$ cat src/rtl/core/tdl_pkg.sv
package tdl_pkg;

	localparam logic [6:0] LEVEL_MAX = 7'd100;
	localparam logic [15:0] TIMER_MAX = 16'hFFFF;

	typedef enum logic [2:0] {
		M_IDLE      = 3'd0,
		M_HOLD_WAIT = 3'd1,
		M_RAMP_UP   = 3'd2,
		M_TAP_WAIT  = 3'd3,
		M_CONFIRM   = 3'd4,
		M_RAMP_DOWN = 3'd5,
		M_RELEASE   = 3'd6,
		M_LOCKOUT   = 3'd7
	} mode_t;

	typedef enum logic [2:0] {
		EV_NONE       = 3'd0,
		EV_FULL_ON    = 3'd1,
		EV_OFF        = 3'd2,
		EV_RAMP_UP    = 3'd3,
		EV_RAMP_DOWN  = 3'd4
	} event_t;

	typedef enum logic [3:0] {
		REG_HOLD_CHECK  = 4'd0,
		REG_TAP_WINDOW  = 4'd1,
		REG_TAP_CONFIRM = 4'd2,
		REG_STEP_PERIOD = 4'd3,
		REG_LOCKOUT     = 4'd4,
		REG_AUTO_IDLE   = 4'd5,
		REG_LUX_HIGH    = 4'd6,
		REG_LUX_LOW     = 4'd7
	} reg_index_t;

	typedef struct packed {
		logic [15:0] hold_check_ticks;
		logic [15:0] tap_window_ticks;
		logic [15:0] tap_confirm_ticks;
		logic [7:0]  step_period_ticks;
		logic [15:0] lockout_ticks;
		logic [15:0] auto_idle_ticks;
		logic [15:0] lux_high;
		logic [15:0] lux_low;
	} cfg_t;

	typedef struct packed {
		mode_t       mode;
		logic [15:0] phase_timer;
		logic [6:0]  level;
		logic [15:0] idle_timer;
		logic        trimmed_up;
		logic        trimmed_down;
	} gest_state_t;

endpackage

$ cat src/rtl/core/tdl_gesture.sv
module tdl_gesture
	import tdl_pkg::*;
#(
	parameter int LUX_STEP = 20
) (
	input  cfg_t        cfg,
	input  gest_state_t cur,
	input  logic        touch,
	input  logic        lux_valid,
	input  logic [15:0] lux_sample,
	output gest_state_t nxt,
	output event_t      ev
);

	localparam logic [6:0] STEP = 7'(LUX_STEP);

	logic [15:0] idle_inc;
	logic [15:0] phase_inc;
	logic [15:0] period;
	logic        done;
	logic [6:0]  lvl_inc;
	logic [6:0]  lvl_dec;
	logic [7:0]  sum_step;
	logic [6:0]  lvl_plus;
	logic [6:0]  lvl_minus;
	logic        lux_between;

	always_comb begin
		idle_inc = (cur.idle_timer != TIMER_MAX) ? cur.idle_timer + 16'd1 : cur.idle_timer;
		phase_inc = cur.phase_timer + 16'd1;
		unique case (cur.mode)
			M_HOLD_WAIT: period = cfg.hold_check_ticks;
			M_TAP_WAIT:  period = cfg.tap_window_ticks;
			M_CONFIRM:   period = cfg.tap_confirm_ticks;
			M_RAMP_UP, M_RAMP_DOWN: period = {8'd0, cfg.step_period_ticks};
			default:     period = cfg.lockout_ticks;
		endcase
		done = phase_inc >= period;
		lvl_inc = (cur.level >= LEVEL_MAX) ? LEVEL_MAX : cur.level + 7'd1;
		lvl_dec = (cur.level == 7'd0) ? 7'd0 : cur.level - 7'd1;
		sum_step = {1'b0, cur.level} + {1'b0, STEP};
		lvl_plus = (sum_step > {1'b0, LEVEL_MAX}) ? LEVEL_MAX : sum_step[6:0];
		lvl_minus = (cur.level < STEP) ? 7'd0 : cur.level - STEP;
		lux_between = (lux_sample > cfg.lux_low) && (lux_sample < cfg.lux_high);
	end

	always_comb begin
		nxt = cur;
		nxt.idle_timer = idle_inc;
		ev = EV_NONE;
		unique case (cur.mode)
			M_IDLE: begin
				if (touch) begin
					nxt.phase_timer = 16'd0;
					nxt.mode = (cur.level == 7'd0) ? M_HOLD_WAIT : M_TAP_WAIT;
				end else if (lux_valid && idle_inc > cfg.auto_idle_ticks) begin
					if (lux_sample < cfg.lux_low && !cur.trimmed_up && cur.level != 7'd0) begin
						nxt.level = lvl_plus;
						nxt.trimmed_up = 1'b1;
					end else if (lux_sample > cfg.lux_high && !cur.trimmed_down) begin
						nxt.level = lvl_minus;
						nxt.trimmed_down = 1'b1;
					end else if (lux_between && cur.trimmed_up) begin
						nxt.level = lvl_minus;
						nxt.trimmed_up = 1'b0;
					end else if (lux_between && cur.trimmed_down) begin
						nxt.level = lvl_plus;
						nxt.trimmed_down = 1'b0;
					end
				end
			end
			M_HOLD_WAIT: begin
				nxt.phase_timer = phase_inc;
				if (done) begin
					nxt.idle_timer = 16'd0;
					nxt.phase_timer = 16'd0;
					if (touch) begin
						nxt.level = lvl_inc;
						ev = EV_RAMP_UP;
						nxt.mode = M_RAMP_UP;
					end else begin
						nxt.level = LEVEL_MAX;
						ev = EV_FULL_ON;
						nxt.mode = M_IDLE;
					end
				end
			end
			M_TAP_WAIT: begin
				nxt.phase_timer = phase_inc;
				if (done) begin
					nxt.phase_timer = 16'd0;
					nxt.mode = touch ? M_IDLE : M_CONFIRM;
				end
			end
			M_CONFIRM: begin
				nxt.phase_timer = phase_inc;
				if (done) begin
					nxt.idle_timer = 16'd0;
					nxt.phase_timer = 16'd0;
					if (touch) begin
						nxt.level = lvl_dec;
						ev = EV_RAMP_DOWN;
						nxt.mode = M_RAMP_DOWN;
					end else begin
						nxt.level = 7'd0;
						ev = EV_OFF;
						nxt.mode = M_IDLE;
					end
				end
			end
			M_RAMP_UP, M_RAMP_DOWN: begin
				nxt.phase_timer = phase_inc;
				if (done) begin
					nxt.phase_timer = 16'd0;
					if (cur.mode == M_RAMP_UP) begin
						if (touch && cur.level < LEVEL_MAX) nxt.level = lvl_inc;
						else nxt.mode = M_RELEASE;
					end else begin
						if (touch && cur.level != 7'd0) nxt.level = lvl_dec;
						else nxt.mode = M_RELEASE;
					end
				end
			end
			M_RELEASE: begin
				if (!touch) begin
					nxt.phase_timer = 16'd0;
					nxt.mode = (cfg.lockout_ticks == 16'd0) ? M_IDLE : M_LOCKOUT;
				end
			end
			M_LOCKOUT: begin
				nxt.phase_timer = phase_inc;
				if (done) begin
					nxt.phase_timer = 16'd0;
					nxt.mode = M_IDLE;
				end
			end
		endcase
	end

endmodule

$ cat src/rtl/core/tdl_duty.sv
module tdl_duty
	import tdl_pkg::*;
#(
	parameter int RAMP_TICKS = 2
) (
	input  logic [6:0] level,
	input  logic [6:0] duty_cur,
	input  logic [3:0] div_cur,
	output logic [6:0] duty_nxt,
	output logic [3:0] div_nxt
);

	localparam logic [3:0] RAMP = 4'(RAMP_TICKS);

	logic [6:0] target;
	logic [3:0] div_inc;

	always_comb begin
		target = LEVEL_MAX - level;
		div_inc = div_cur + 4'd1;
		duty_nxt = duty_cur;
		div_nxt = 4'd0;
		if (duty_cur != target) begin
			if (div_inc >= RAMP) begin
				// one duty step per ramp period, toward the target
				duty_nxt = (duty_cur < target) ? duty_cur + 7'd1 : duty_cur - 7'd1;
			end else begin
				div_nxt = div_inc;
			end
		end
	end

endmodule

$ cat src/rtl/core/touch_dimmer_with_lux_trim_core.sv
// Touch dimmer with ambient-light trim. Each request is one 1 ms tick (touch level plus an
// optional lux sample) and yields exactly one result: inverted PWM duty, target brightness,
// light_on and a gesture event code. A request goes into an input register and is resolved
// by one pass of the gesture and duty logic, which updates the dimmer state and the result
// register together; while the result side keeps up a new request is taken every cycle, so
// throughput is one request per clock. Registers are written through cfg_we, cfg_index and
// cfg_data; the user must write them only while the block is idle, which the block itself
// does not enforce. Indexes above 7 are ignored.
module touch_dimmer_with_lux_trim_core
	import tdl_pkg::*;
#(
	parameter int LUX_STEP   = 20,
	parameter int RAMP_TICKS = 2
) (
	input  logic        clk,
	input  logic        arst_n,
	input  logic        cfg_we,
	input  logic [3:0]  cfg_index,
	input  logic [15:0] cfg_data,
	input  logic        in_valid,
	output logic        in_ready,
	input  logic        touch,
	input  logic        lux_valid,
	input  logic [15:0] lux_sample,
	output logic        out_valid,
	input  logic        out_ready,
	output logic [6:0]  duty,
	output logic [6:0]  brightness,
	output logic        light_on,
	output logic [2:0]  gesture_event
);

	cfg_t        cfg_q;
	logic        valid_s1;
	logic        touch_s1;
	logic        lux_valid_s1;
	logic [15:0] lux_sample_s1;
	gest_state_t state_q;
	gest_state_t state_nxt;
	event_t      ev_nxt;
	event_t      event_q;
	logic [6:0]  duty_q;
	logic [6:0]  duty_nxt;
	logic [3:0]  div_q;
	logic [3:0]  div_nxt;
	logic        out_valid_q;
	logic        advance;

	assign advance  = valid_s1 && (!out_valid_q || out_ready);
	assign in_ready = !valid_s1 || advance;

	always_ff @(posedge clk or negedge arst_n) begin
		if (!arst_n) begin
			cfg_q.hold_check_ticks  <= 16'd300;
			cfg_q.tap_window_ticks  <= 16'd150;
			cfg_q.tap_confirm_ticks <= 16'd50;
			cfg_q.step_period_ticks <= 8'd10;
			cfg_q.lockout_ticks     <= 16'd1000;
			cfg_q.auto_idle_ticks   <= 16'd20000;
			cfg_q.lux_high          <= 16'd300;
			cfg_q.lux_low           <= 16'd30;
		end else if (cfg_we) begin
			unique case (cfg_index)
				REG_HOLD_CHECK:  cfg_q.hold_check_ticks  <= cfg_data;
				REG_TAP_WINDOW:  cfg_q.tap_window_ticks  <= cfg_data;
				REG_TAP_CONFIRM: cfg_q.tap_confirm_ticks <= cfg_data;
				REG_STEP_PERIOD: cfg_q.step_period_ticks <= cfg_data[7:0];
				REG_LOCKOUT:     cfg_q.lockout_ticks     <= cfg_data;
				REG_AUTO_IDLE:   cfg_q.auto_idle_ticks   <= cfg_data;
				REG_LUX_HIGH:    cfg_q.lux_high          <= cfg_data;
				REG_LUX_LOW:     cfg_q.lux_low           <= cfg_data;
				default: ;
			endcase
		end
	end

	// input stage
	always_ff @(posedge clk or negedge arst_n) begin
		if (!arst_n) begin
			valid_s1 <= 1'b0;
		end else if (in_ready) begin
			valid_s1 <= in_valid;
		end
	end

	always_ff @(posedge clk) begin
		if (in_ready && in_valid) begin
			touch_s1      <= touch;
			lux_valid_s1  <= lux_valid;
			lux_sample_s1 <= lux_sample;
		end
	end

	tdl_gesture #(
		.LUX_STEP(LUX_STEP)
	) u_gesture (
		.cfg       (cfg_q),
		.cur       (state_q),
		.touch     (touch_s1),
		.lux_valid (lux_valid_s1),
		.lux_sample(lux_sample_s1),
		.nxt       (state_nxt),
		.ev        (ev_nxt)
	);

	tdl_duty #(
		.RAMP_TICKS(RAMP_TICKS)
	) u_duty (
		.level   (state_nxt.level),
		.duty_cur(duty_q),
		.div_cur (div_q),
		.duty_nxt(duty_nxt),
		.div_nxt (div_nxt)
	);

	// state and result advance together; the result holds while the consumer stalls
	always_ff @(posedge clk or negedge arst_n) begin
		if (!arst_n) begin
			state_q.mode         <= M_IDLE;
			state_q.phase_timer  <= 16'd0;
			state_q.level        <= 7'd0;
			state_q.idle_timer   <= 16'd0;
			state_q.trimmed_up   <= 1'b0;
			state_q.trimmed_down <= 1'b0;
			duty_q               <= LEVEL_MAX;
			div_q                <= 4'd0;
			event_q              <= EV_NONE;
			out_valid_q          <= 1'b0;
		end else begin
			if (advance) begin
				state_q     <= state_nxt;
				duty_q      <= duty_nxt;
				div_q       <= div_nxt;
				event_q     <= ev_nxt;
				out_valid_q <= 1'b1;
			end else if (out_ready) begin
				out_valid_q <= 1'b0;
			end
		end
	end

	assign out_valid     = out_valid_q;
	assign duty          = duty_q;
	assign brightness    = state_q.level;
	assign light_on      = state_q.level != 7'd0;
	assign gesture_event = event_q;

endmodule

$ cat config.mk
export PLATFORM = sky130hd
export DESIGN_NAME = touch_dimmer_with_lux_trim_core
export DESIGN_NICKNAME = d
export VERILOG_FILES = /design/src/rtl/core/tdl_pkg.sv /design/src/rtl/core/tdl_gesture.sv /design/src/rtl/core/tdl_duty.sv /design/src/rtl/core/touch_dimmer_with_lux_trim_core.sv
export SDC_FILE = /design/constraint.sdc
export NUM_CORES = 1
export LEC_CHECK = 0
export BUFFER_PORTS_ARGS = -buffer_cell sky130_fd_sc_hd__buf_2
export CAP_MARGIN = 20
export CORE_MARGIN = 1.5
export CORE_UTILIZATION = 50
export DETAILED_ROUTE_END_ITERATION = 7
export GPL_TIMING_DRIVEN = 0
export PLACE_DENSITY = 0.64
export SYNTH_ARGS = -nofsm -noshare
export SYNTH_HDL_FRONTEND = slang
export SYNTH_SLANG_ARGS = --single-unit
$ cat constraint.sdc
create_clock -name clk -period 16.95 [get_ports clk]
set_input_delay 0.8475 -clock clk [delete_from_list [all_inputs] [get_ports clk]]
set_output_delay 0.8475 -clock clk [all_outputs]
set_load 0.1 [all_outputs]
==> results.cfg <==
[clock_tree]
postCtsHoldBufs = 0
cts.clk_slew.worst_paths_ns = 0.09
h-tree-depth = 4
post_cts_buffers = 0
insertion_delay_ns = 0.45
cts_buffers = 17
cts_resized = 0
clk_path_buf_depth = 2
root_buffer = clkbuf_16
cts_tree = built
cts_sinks = 198

[grt]
overflow = 0
grt-busiest-layer = met2
grt_use_met2 = 0.410
grt_pass1_vias = 9685
met1_usage = 0.357
grt_start_max_net_pins = 116
grt_pass1_wl_um = 51400
antenna_found_initial = 0
gr-usage-all-layers = 0.255
grtUsageMet3 = 0.0419

[worst_setup_path]
cpPeakStageDelay_ns = 0.68
end_kind = flip-flop
cp_num_buf_inv = 4
worstPathArrival_ns = 8.84
critPathMaxFanout = 10
crit_required_ns = 17.33
cp_top_family = compound AO/OA/AOI/OAI gates
path_class = flip-flop to flip-flop
crit_top_cell = a21o_1
r2r_slack_ns = 8.49
crit_path_top_delay_cell = clkbuf_1
start_kind = flip-flop

[job]
max_cap_violations = 0

[detailed_routing]
dr_total_vias = 9824
drtIter0Drc = 738
via_per_inst = 5.80
detail_route.wl_per_cell_um = 18.4
wl_um = 31200
antenna_left = 0
drc_errors = 0
first_pass_iters = 6

[logic_synthesis]
synth_area_mm2 = 0.0122
ys_ff_latch = 198
synthCells = 1279
syn-num-nets = 1410
synth_ff_type = dfrtp_1
async_reset_ff_frac = 0.909
yosysWarnings = 0
synth_edf_count = 18
synth.avg_cell_area_um2 = 9.52
ys_seq_area_frac = 0.418
synth_cell_types = 80

[power_and_ir_drop]
power_uw = 2120
ir_drop_uv = 98.7
power.density_mw_per_mm2 = 156
leakage_uw = 0.00600

[timing]
relSlewSlack = 0.398
finalSetupViolCount = 0
max_freq_ghz = 0.118
grt_setup_unrepaired = false
worst_pin_slew_ns = 0.897
slew_viol_final = 0
period_share = 0.499
min_period_ns = 8.46
tns_ns = 0
hold_violations = 0
skew_ns = 0.0190

[floorplan]
ios = 63
rows = 56
start_util = 0.514
fp.coreArea_mm2 = 0.0237
die_height_um = 159
dieArea_mm2 = 0.0253
die_w_um = 159

[placed_design]
hpwl_um = 23300
routabilityCongestion = 0.916
placed_area_mm2 = 0.0129
port_buffers = 62

[layout]
drive_above_1_share = 0.174
num-nets-final = 1494
design_area_mm2 = 0.0136
fin_util = 0.573
area_delta_synth_final_pct = 11.5
antennaDiodeCount = 0

[status]
status = complete, no violations

[worst_hold_path]
hold_class = input pin to asynchronous set/reset pin
[final timing paths]
check / endpoint / cells past startpoint / startpoint
max: duty[6]$_DFFE_PN1P_ / 33 / state_q[42]$_DFFE_PN0P_
min: cfg_q[118]$_DFFE_PN0P_ / 1 / arst_n
max reg2reg: duty[6]$_DFFE_PN1P_ / 33 / state_q[42]$_DFFE_PN0P_
min reg2reg: state_q[30]$_DFFE_PN0P_ / 2 / state_q[30]$_DFFE_PN0P_
max in group asynchronous: state_q[28]$_DFFE_PN0P_ / 2 / arst_n
min in group clk: state_q[30]$_DFFE_PN0P_ / 2 / state_q[30]$_DFFE_PN0P_
[cells in the mapped netlist, types with 11 or more instances]
master,instances,share of area
ha_1,87,0.089
xnor2_1,29,0.021
nand2b_1,26,0.013
a21o_1,19,0.012
nand3_1,33,0.014
o211ai_1,12,0.0074
nor2b_1,11,0.0057
edfxtp_1,18,0.044
xor2_1,15,0.011
mux2i_1,23,0.019
mux2_2,83,0.077
nand2_1,179,0.055
dfrtp_1,145,0.30
nor2_1,46,0.014
dfstp_2,35,0.076
o22ai_1,21,0.011
o21ai_0,116,0.048
a21oi_1,62,0.025
nor3_1,22,0.0090
clkbuf_1,47,0.014
nand4_1,15,0.0077
inv_1,67,0.021
[report_power, final]
part           internal, uW  switching [uW]
clock                   219             219
sequential              591            64.8
combinational           377             645
[through the flow]
step / hold WS [ns] / setup WS (ns) / cells
finish: 0.342 / 8.49 / 1695
detailed placement: 0.471 / 8.58 / 1663
global route: 0.361 / 7.91 / 1695
global placement: 0.463 / 8.61 / 1660
floorplan: 0.446 / 9.63 / 1279
CTS: 0.371 / 8.53 / 1695
[area by class of cell]
cell class              instances  area, um^2
fillers                      2177       10100
multi-input cells             952        6570
flip-flops and latches        198        5090
clock buffers                  17         425
well taps                     319         399
repair buffers                 65         357
plain buffers                  62         263
inverters                      67         251
clock inverters                15         219
[layer usage]
| metal | vias up | part of all wire | wire, um |
|---|---|---|---|
| met5 | - | 0 | 0 |
| met4 | 0 | 0.018 | 566 |
| met3 | 37 | 0.056 | 1740 |
| met2 | 273 | 0.46 | 14500 |
| met1 | 4761 | 0.46 | 14400 |
| li1 | 4753 | - | - |
[sequential cells by signal, summed over array words and instances (netlist names)]
register / cells
gesture_event: 3
brightness: 7
state_q: 37
duty: 7
touch_s1: 1
div_q: 4
out_valid: 1
cfg_q: 120
lux_sample_s1: 16
valid_s1: 1
lux_valid_s1: 1
[layout by cell type (no fill, tap or decap), drive strengths merged, types with 6 or more instances in the layout]
master	n
a211oi	7
a21o	19
a21oi	65
and2	9
and3	6
buf	80
clkbuf	64
clkinv	6
dfrtp	145
dfstp	35
edfxtp	18
ha	87
inv	74
mux2	83
mux2i	23
nand2	179
nand2b	26
nand3	33
nand3b	6
nand4	16
nor2	46
nor2b	11
nor3	23
nor3b	8
nor4	6
o211ai	12
o21a	8
o21ai	121
o22ai	22
o31ai	11
or3	8
xnor2	29
xor2	15
[worst reg2reg max path: cells and delay by family, from the launching register on]
| family | cells | cell delay, ns |
|---|---|---|
| flops | 1 | 0.32 |
| simple gates | 5 | 0.81 |
| compound gates | 16 | 3.36 |
| buf+inv | 4 | 1.78 |
| xor+xnor | 3 | 0.48 |
| mux | 1 | 0.36 |
| fa+ha+maj | 4 | 1.31 |
[cells by family after synthesis]
| group | Yosys count | share of synthesized area |
|---|---|---|
| AO/OA/AOI/OAI | 321 | 0.166 |
| buffers and inverters | 129 | 0.0422 |
| XOR/XNOR | 44 | 0.0316 |
| adder cells (fa/ha/maj) | 90 | 0.0927 |
| AND/OR/NAND/NOR | 391 | 0.154 |
| flip-flops | 198 | 0.418 |
| multiplexers | 106 | 0.0957 |
Power figures use the tool's default switching activity.
